==> config.mk <==
export PLATFORM = sky130hd
export DESIGN_NAME = shelf_rectangle_allocator
export DESIGN_NICKNAME = d
export VERILOG_FILES = /design/src/design/sra_pkg.sv /design/src/design/sra_shelf_ram.sv /design/src/design/shelf_rectangle_allocator.sv
export SDC_FILE = /design/constraint.sdc
export NUM_CORES = 2
export LEC_CHECK = 0
export ABC_AREA = 1
export ABC_CLOCK_PERIOD_IN_PS = 22800
export BUFFER_PORTS_ARGS = -buffer_cell sky130_fd_sc_hd__buf_2
export CORE_MARGIN = 3
export CORE_UTILIZATION = 45
export CTS_CLUSTER_SIZE = 30
export DETAILED_ROUTE_END_ITERATION = 7
export GPL_TIMING_DRIVEN = 0
export PLACE_DENSITY = 0.71
export SLEW_MARGIN = 20
export SYNTH_ARGS = -nofsm -noshare
export SYNTH_HDL_FRONTEND = slang
export SYNTH_SLANG_ARGS = --single-unit
==> constraint.sdc <==
create_clock -name clk -period 22.8 [get_ports clk]
set_input_delay 2.28 -clock clk [delete_from_list [all_inputs] [get_ports clk]]
set_output_delay 2.28 -clock clk [all_outputs]
set_load 0.05 [all_outputs]
==> src/design/sra_pkg.sv <==
// ----------------------------------------------------------------------------
// sra_pkg: shared types and constants for the shelf rectangle allocator
// Item structures, status and opcode codes, atlas geometry constants.
// ----------------------------------------------------------------------------
package sra_pkg;

    // Width of every coordinate, dimension and side value.
    localparam int DIM_W = 15;

    // Atlas geometry.
    localparam int START_SIDE       = 1024;
    localparam int MAX_SIDE         = 16384;
    localparam int TILE_SIDE        = 32;
    localparam int DEF_MAX_SHELVES  = 64;

    // Opcodes of an input item.
    localparam logic OP_ALLOC = 1'b0;
    localparam logic OP_CLEAR = 1'b1;

    // Status codes of a result item.
    localparam logic [1:0] ST_PLACED = 2'd0;
    localparam logic [1:0] ST_LIMIT  = 2'd1;
    localparam logic [1:0] ST_FULL   = 2'd2;

    typedef struct packed {
        logic             opcode;
        logic [DIM_W-1:0] rect_width;
        logic [DIM_W-1:0] rect_height;
    } in_item_t;

    typedef struct packed {
        logic [DIM_W-1:0] pos_x;
        logic [DIM_W-1:0] pos_y;
        logic [DIM_W-1:0] side_now;
        logic [1:0]       status;
    } out_item_t;

    // One shelf as held in the shelf memory.
    typedef struct packed {
        logic [DIM_W-1:0] top;
        logic [DIM_W-1:0] height;
        logic [DIM_W-1:0] fill;
    } shelf_entry_t;

endpackage

==> src/design/sra_shelf_ram.sv <==
// ----------------------------------------------------------------------------
// sra_shelf_ram: shelf table memory
// One write port and one read port with registered read data.
// ----------------------------------------------------------------------------
module sra_shelf_ram #(
    parameter int DEPTH = sra_pkg::DEF_MAX_SHELVES,
    parameter int AW    = $clog2(DEPTH)
) (
    input  logic                  clk,
    input  logic                  rd_en,
    input  logic [AW-1:0]         rd_addr,
    output sra_pkg::shelf_entry_t rd_data,
    input  logic                  wr_en,
    input  logic [AW-1:0]         wr_addr,
    input  sra_pkg::shelf_entry_t wr_data
);

    sra_pkg::shelf_entry_t mem [DEPTH];

    always_ff @(posedge clk)
    begin
        if (wr_en)
        begin
            mem[wr_addr] <= wr_data;
        end
    end

    always_ff @(posedge clk)
    begin
        if (rd_en)
        begin
            rd_data <= mem[rd_addr];
        end
    end

endmodule

==> src/design/shelf_rectangle_allocator.sv <==
// ----------------------------------------------------------------------------
// shelf_rectangle_allocator: shelf packing allocator for a square atlas
// Places rectangles on shelves held in a synchronous shelf memory.
// ----------------------------------------------------------------------------
// One shelf is read per cycle. A pass over the shelves that finds no room
// hands over to S_DECIDE after the last shelf; a hit ends the pass at the
// matching shelf. Each doubling starts a new pass. The result strobe follows
// with busy already low, so the next item can be accepted at the edge ending
// it. The receiver cannot stall. Reset places the tile silently while busy.
// ----------------------------------------------------------------------------
module shelf_rectangle_allocator #(
    parameter int MAX_SHELVES = sra_pkg::DEF_MAX_SHELVES
) (
    input  logic               clk,
    input  logic               rst_n,
    input  logic               start,
    output logic               busy,
    input  sra_pkg::in_item_t  cmd,
    output logic               done,
    output sra_pkg::out_item_t result
);

    localparam int DW = sra_pkg::DIM_W;
    // Shelf memory address and shelf counter widths (the counter can hold
    // MAX_SHELVES itself).
    localparam int AW = $clog2(MAX_SHELVES);
    localparam int CW = $clog2(MAX_SHELVES + 1);

    localparam logic [DW-1:0] START_SIDE_C = DW'(sra_pkg::START_SIDE);
    localparam logic [DW-1:0] TILE_C       = DW'(sra_pkg::TILE_SIDE);
    localparam logic [DW:0]   MAX_SIDE_C   = (DW + 1)'(sra_pkg::MAX_SIDE);
    localparam logic [CW-1:0] MAX_COUNT_C  = CW'(MAX_SHELVES);

    // The controller walks the shelves in S_SCAN, reading one entry per cycle:
    // the read for the next shelf is issued while the data of the current one
    // is checked. S_DECIDE opens a new shelf, doubles the side or gives up.
    typedef enum logic [1:0] {
        S_IDLE,
        S_SCAN,
        S_DECIDE
    } state_t;

    state_t             state_reg,  state_next;
    logic [DW-1:0]      side_reg,   side_next;
    logic [DW-1:0]      used_reg,   used_next;
    logic [CW-1:0]      count_reg,  count_next;
    logic [AW-1:0]      idx_reg,    idx_next;
    logic [DW-1:0]      w_reg,      w_next;
    logic [DW-1:0]      h_reg,      h_next;
    logic               quiet_reg,  quiet_next;
    logic               done_reg,   done_next;
    sra_pkg::out_item_t result_reg, result_next;

    // Shelf memory ports.
    logic                  rd_en;
    logic [AW-1:0]         rd_addr;
    sra_pkg::shelf_entry_t rd_data;
    logic                  wr_en;
    logic [AW-1:0]         wr_addr;
    sra_pkg::shelf_entry_t wr_data;

    // Search and placement terms.
    logic          hit;
    logic          last;
    logic          fits_new;
    logic [DW:0]   side_dbl;
    logic [CW-1:0] idx_inc;

    sra_shelf_ram #(
        .DEPTH (MAX_SHELVES),
        .AW    (AW)
    ) u_shelf_ram (
        .clk     (clk),
        .rd_en   (rd_en),
        .rd_addr (rd_addr),
        .rd_data (rd_data),
        .wr_en   (wr_en),
        .wr_addr (wr_addr),
        .wr_data (wr_data)
    );

    // A shelf matches when its height equals the rectangle's and the
    // remaining width holds the rectangle. The sum is kept one bit wider
    // since a rectangle may be wider than the whole atlas.
    assign hit = (rd_data.height == h_reg)
              && ({1'b0, side_reg} >= ({1'b0, rd_data.fill} + {1'b0, w_reg}));

    assign idx_inc  = CW'(idx_reg) + CW'(1);
    assign last     = (idx_inc == count_reg);
    // used_reg never exceeds side_reg, so the difference cannot wrap.
    assign fits_new = (w_reg <= side_reg) && ((side_reg - used_reg) >= h_reg);
    assign side_dbl = {side_reg, 1'b0};

    always_comb
    begin
        state_next  = state_reg;
        side_next   = side_reg;
        used_next   = used_reg;
        count_next  = count_reg;
        idx_next    = idx_reg;
        w_next      = w_reg;
        h_next      = h_reg;
        quiet_next  = quiet_reg;
        done_next   = 1'b0;
        result_next = result_reg;
        rd_en       = 1'b0;
        rd_addr     = '0;
        wr_en       = 1'b0;
        wr_addr     = '0;
        wr_data     = rd_data;

        unique case (state_reg)
            S_IDLE:
            begin
                if (start)
                begin
                    quiet_next = 1'b0;
                    w_next     = cmd.rect_width;
                    h_next     = cmd.rect_height;
                    if (cmd.opcode == sra_pkg::OP_CLEAR)
                    begin
                        // Empty atlas, then place the default tile.
                        side_next  = START_SIDE_C;
                        used_next  = '0;
                        count_next = '0;
                        w_next     = TILE_C;
                        h_next     = TILE_C;
                        state_next = S_DECIDE;
                    end
                    else if (count_reg == '0)
                    begin
                        state_next = S_DECIDE;
                    end
                    else
                    begin
                        rd_en      = 1'b1;
                        idx_next   = '0;
                        state_next = S_SCAN;
                    end
                end
            end

            S_SCAN:
            begin
                if (hit)
                begin
                    // Extend the matching shelf; no read is issued in this
                    // cycle, so the write cannot race a read of the entry.
                    wr_en        = 1'b1;
                    wr_addr      = idx_reg;
                    wr_data.fill = rd_data.fill + w_reg;
                    done_next    = !quiet_reg;
                    result_next  = '{pos_x: rd_data.fill, pos_y: rd_data.top,
                                     side_now: side_reg, status: sra_pkg::ST_PLACED};
                    state_next   = S_IDLE;
                end
                else if (last)
                begin
                    state_next = S_DECIDE;
                end
                else
                begin
                    rd_en    = 1'b1;
                    rd_addr  = idx_reg + AW'(1);
                    idx_next = idx_reg + AW'(1);
                end
            end

            S_DECIDE:
            begin
                if (fits_new)
                begin
                    if (count_reg >= MAX_COUNT_C)
                    begin
                        done_next   = !quiet_reg;
                        result_next = '{pos_x: '0, pos_y: '0,
                                        side_now: side_reg, status: sra_pkg::ST_FULL};
                        state_next  = S_IDLE;
                    end
                    else
                    begin
                        wr_en       = 1'b1;
                        wr_addr     = count_reg[AW-1:0];
                        wr_data     = '{top: used_reg, height: h_reg, fill: w_reg};
                        count_next  = count_reg + CW'(1);
                        used_next   = used_reg + h_reg;
                        done_next   = !quiet_reg;
                        result_next = '{pos_x: '0, pos_y: used_reg,
                                        side_now: side_reg, status: sra_pkg::ST_PLACED};
                        state_next  = S_IDLE;
                    end
                end
                else if (side_dbl > MAX_SIDE_C)
                begin
                    done_next   = !quiet_reg;
                    result_next = '{pos_x: '0, pos_y: '0,
                                    side_now: side_reg, status: sra_pkg::ST_LIMIT};
                    state_next  = S_IDLE;
                end
                else
                begin
                    // Double the side and search the shelves again; with none, decide again.
                    side_next = side_dbl[DW-1:0];
                    if (count_reg != '0)
                    begin
                        rd_en      = 1'b1;
                        idx_next   = '0;
                        state_next = S_SCAN;
                    end
                end
            end

            default:
            begin
                state_next = S_IDLE;
            end
        endcase
    end

    // Reset starts a silent clear: the default tile is placed exactly as a
    // clear item would place it, but no result is shown.
    always_ff @(posedge clk or negedge rst_n)
    begin
        if (!rst_n)
        begin
            state_reg  <= S_DECIDE;
            side_reg   <= START_SIDE_C;
            used_reg   <= '0;
            count_reg  <= '0;
            idx_reg    <= '0;
            w_reg      <= TILE_C;
            h_reg      <= TILE_C;
            quiet_reg  <= 1'b1;
            done_reg   <= 1'b0;
            result_reg <= '0;
        end
        else
        begin
            state_reg  <= state_next;
            side_reg   <= side_next;
            used_reg   <= used_next;
            count_reg  <= count_next;
            idx_reg    <= idx_next;
            w_reg      <= w_next;
            h_reg      <= h_next;
            quiet_reg  <= quiet_next;
            done_reg   <= done_next;
            result_reg <= result_next;
        end
    end

    assign busy   = (state_reg != S_IDLE);
    assign done   = done_reg;
    assign result = result_reg;

    // A result only follows a cycle of work.
    a_done_after_busy: assert property (@(posedge clk) disable iff (!rst_n)
        done |-> $past(busy))
        else $error("result strobe without preceding work");

    // The shelf counter never passes the table size.
    a_count_bound: assert property (@(posedge clk) disable iff (!rst_n)
        count_reg <= MAX_COUNT_C)
        else $error("shelf count beyond table size");

    // Used height stays inside the atlas.
    a_used_in_side: assert property (@(posedge clk) disable iff (!rst_n)
        used_reg <= side_reg)
        else $error("used height beyond atlas side");

    // The side never passes its maximum.
    a_side_bound: assert property (@(posedge clk) disable iff (!rst_n)
        {1'b0, side_reg} <= MAX_SIDE_C)
        else $error("atlas side beyond maximum");

    // Reads and writes of the shelf memory never share a cycle.
    a_no_rw_overlap: assert property (@(posedge clk) disable iff (!rst_n)
        !(rd_en && wr_en))
        else $error("shelf memory read and write in the same cycle");

endmodule
==> metrics.cfg <==
[pwr]
leakagePower_uw=0.04616
ir_drop_mv=0.05712
power_uw=11030
p_per_area_nw_per_um2=74.15

[routing]
postRouteAntennaNets=0
wirelength_mm=464.7
first_iter_violations=18980
vias=96960
wire_per_inst_um=30.32
first_pass_iters=8
drt-vias-per-instance=6.325
drc=7

[synth]
synth_area_leaders=edfxtp_1 (69%), nand3_1 (17%), nand2_1 (5.7%), buf_2 (2.4%), dfrtp_1 (2.0%)
ys_warn_count=0
synth-edff-count=2925
syn_area_per_cell_um2=11.86
synth_top_cell_area_share_pct=69.17
async_flop_share_pct=3.433
postSynthCellCount=10710
yosysMostFrequentCell=nand3_1
synthesis.area_um2=127000
synth-seq-cells=3029
ys_seq_area_share_pct=71.23
synth_area_leader_cell=edfxtp_1
synth_top_cells_by_count=nand3_1 (4225), edfxtp_1 (2925), nand2_1 (1932)
synth_cell_types=52
synth_ff_type=edfxtp_1

[global_routing]
grt_antenna_before_repair=30
overflow=0
grt_pass1_vias=88810
track_usage_pct=31.24
grt_start_max_net_pins=55
grt_pass1_wl_mm=642.7

[timing]
slew-limit-headroom_pct=14.15
setup-tns-final_ns=0
hold_viol=0
rsz0062_at_grt=no
slew_violations=0
timing.fmax_ghz=0.1309
worst_clock_skew_ns=0.03915
setup_violations=0
setup_slack_ns=15.16
period_share_pct=33.52
fin_crit_ns=7.642
tightest_slew_ns=1.288

[clock_network]
clock-root-buffer=clkbuf_16
clkLatencyLatePin_ns=0.89
clk_pin_slew_worst_paths_ns=0.06
hold_buffers=0
cts-buffers-inserted=306
cts_max_path_buffers=4
cts-htree-levels=5
cts_tree=built
cts_setup_buffers=0
cts_resized=0
numClockSinks=3029

[setup_path]
cpPeakStageDelay_ns=1.04
endpoint=u_shelf_ram.mem[56][32]
cp_slowest_cell=nor2_4
crit_path_max_fanout=18
worstSetupStartpointType=flip-flop
crit_buf_inv=5
startpoint=used_reg[1]
critPathTopFamily=simple AND/OR/NAND/NOR gates
crit_required_ns=23.38
path_common_cell=nand2_1
crit_type=flip-flop to flip-flop
reg2reg_depth=26
worstSetupEndpointType=flip-flop
r2r-start=used_reg[1]
cp.depth=26
rrSetupSlack_ns=15.16
r2r_end=u_shelf_ram.mem[56][32]
cp.arrival_ns=8.22

[layout]
largest_reg_flops=2880
utilization_pct=53.12
synthToLayoutAreaGrowth_pct=17.19
drive_above_1_share_pct=13.33
fill_cells=22800
fin_nets=11450

[floorplan]
die_y_um=537.2
start_util_pct=45.33
core-area_um2=280100
dieArea_um2=288600
ios=83
row_count=194
die_x_um=537.2

[run_status]
failed_checks=design-rule violations
status=complete, but fails checks

[job]
drv_cap=0

[worst_hold_path]
hp-class=flip-flop to flip-flop
whs_path_depth=2

[placement]
place.gp.congestion=1.032
dpl_worst_slack_ns=15.23
io_buffers=72
hpwl_mm=331.5

layer usage:
| layer | track usage, % | share of wire [%] |
|---|---|---|
| met1 | 41.77 | 35 |
| met2 | 45.49 | 43 |
| met3 | 9.095 | 15 |
| met4 | 18.17 | 6.9 |
| met5 | 0 | 0.014 |
how the worst min path moves through the flow:
stage               from        end
6_report       quiet_reg  quiet_reg
3_3_place_gp   quiet_reg  quiet_reg
3_5_place_dp   quiet_reg  quiet_reg
2_1_floorplan  quiet_reg  quiet_reg
5_1_grt        quiet_reg  quiet_reg
4_1_cts        quiet_reg  quiet_reg
worst reg2reg max path, stage by stage, from the launching register on:
cell and delay, ns:
dfrtp_1 0.47, inv_1 0.11, ha_1 0.21, nand4_1 0.18
nor2_1 0.17, nand2_1 0.09, nor3_1 0.27, a31oi_1 0.17
o21ai_0 0.29, a21o_1 0.16, a21oi_1 0.07, xor2_1 0.14
ha_1 0.30, nand2_1 0.10, inv_1 0.07, nand2_1 0.04
or4_1 0.52, nand3_1 0.20, nand2_1 0.08, nor2_1 0.22
nand2_1 0.11, clkbuf_1 0.29, a21oi_1 0.52, nand4_1 1.01
nor2_4 1.04, buf_12 0.30, buf_16 0.21
per-stage QoR:
step	hold WS, ns	area [um^2]	instances
floorplan	0.4240	127000	10720
global placement	0.4371	132000	14510
detailed placement	0.4413	139000	14760
CTS	0.4512	148700	15310
global route	0.4721	148800	15310
finish	0.4524	148800	15330
cells in the final DEF (no fill, tap or decap), types with 26 or more instances in the layout:
master / Yosys / layout
bufinv_16: 0 / 26
nand2_1: 1932 / 1917
dfrtp_1: 99 / 99
nand3_1: 4225 / 4222
clkinv_2: 0 / 50
o21ai_0: 107 / 79
buf_1: 31 / 31
buf_4: 37 / 37
nor2_1: 132 / 68
buf_2: 608 / 679
clkbuf_16: 0 / 321
o21ai_4: 0 / 28
clkbuf_1: 143 / 196
inv_1: 146 / 145
clkinv_1: 2 / 64
buf_12: 0 / 100
ha_1: 67 / 67
a21oi_1: 58 / 57
nor2_4: 2 / 66
buf_16: 0 / 140
edfxtp_1: 2925 / 2925
layout make-up:
cell class	instances	area, um^2	area share [%]
Sequential cell	3029	90440	60.78
Multi-Input combinational cell	6705	32880	22.09
Clock buffer	382	8273	5.560
Timing Repair Buffer	320	6342	4.262
Tap cell	3724	4659	3.131
Buffer	826	4059	2.728
Clock inverter	163	1498	1.006
Inverter	157	591.8	0.3977
Antenna cell	24	60.06	0.04036
kinds of logic after synthesis:
group / count (synthesis) / share of synthesized area, %
and+or+nand+nor: 6346 / 23.07
DFF: 3029 / 71.23
buffers and inverters: 983 / 3.658
AOI/OAI and AO/OA: 239 / 1.069
adders and majority gates: 69 / 0.6917
xor gates and xnor gates: 41 / 0.2828
other: 1 / 0.002953
power by group:
part | leakage (uW) | internal [uW] | total, uW | switching [uW]
Clock | 0.00478 | 2870 | 5010 | 2140
Combinational | 0.0238 | 3.94 | 13.8 | 9.87
Sequential | 0.0176 | 6010 | 6010 | 0
Total | 0.0462 | 8880 | 11000 | 2150
No activity file was read; power rests on OpenSTA's default activity.
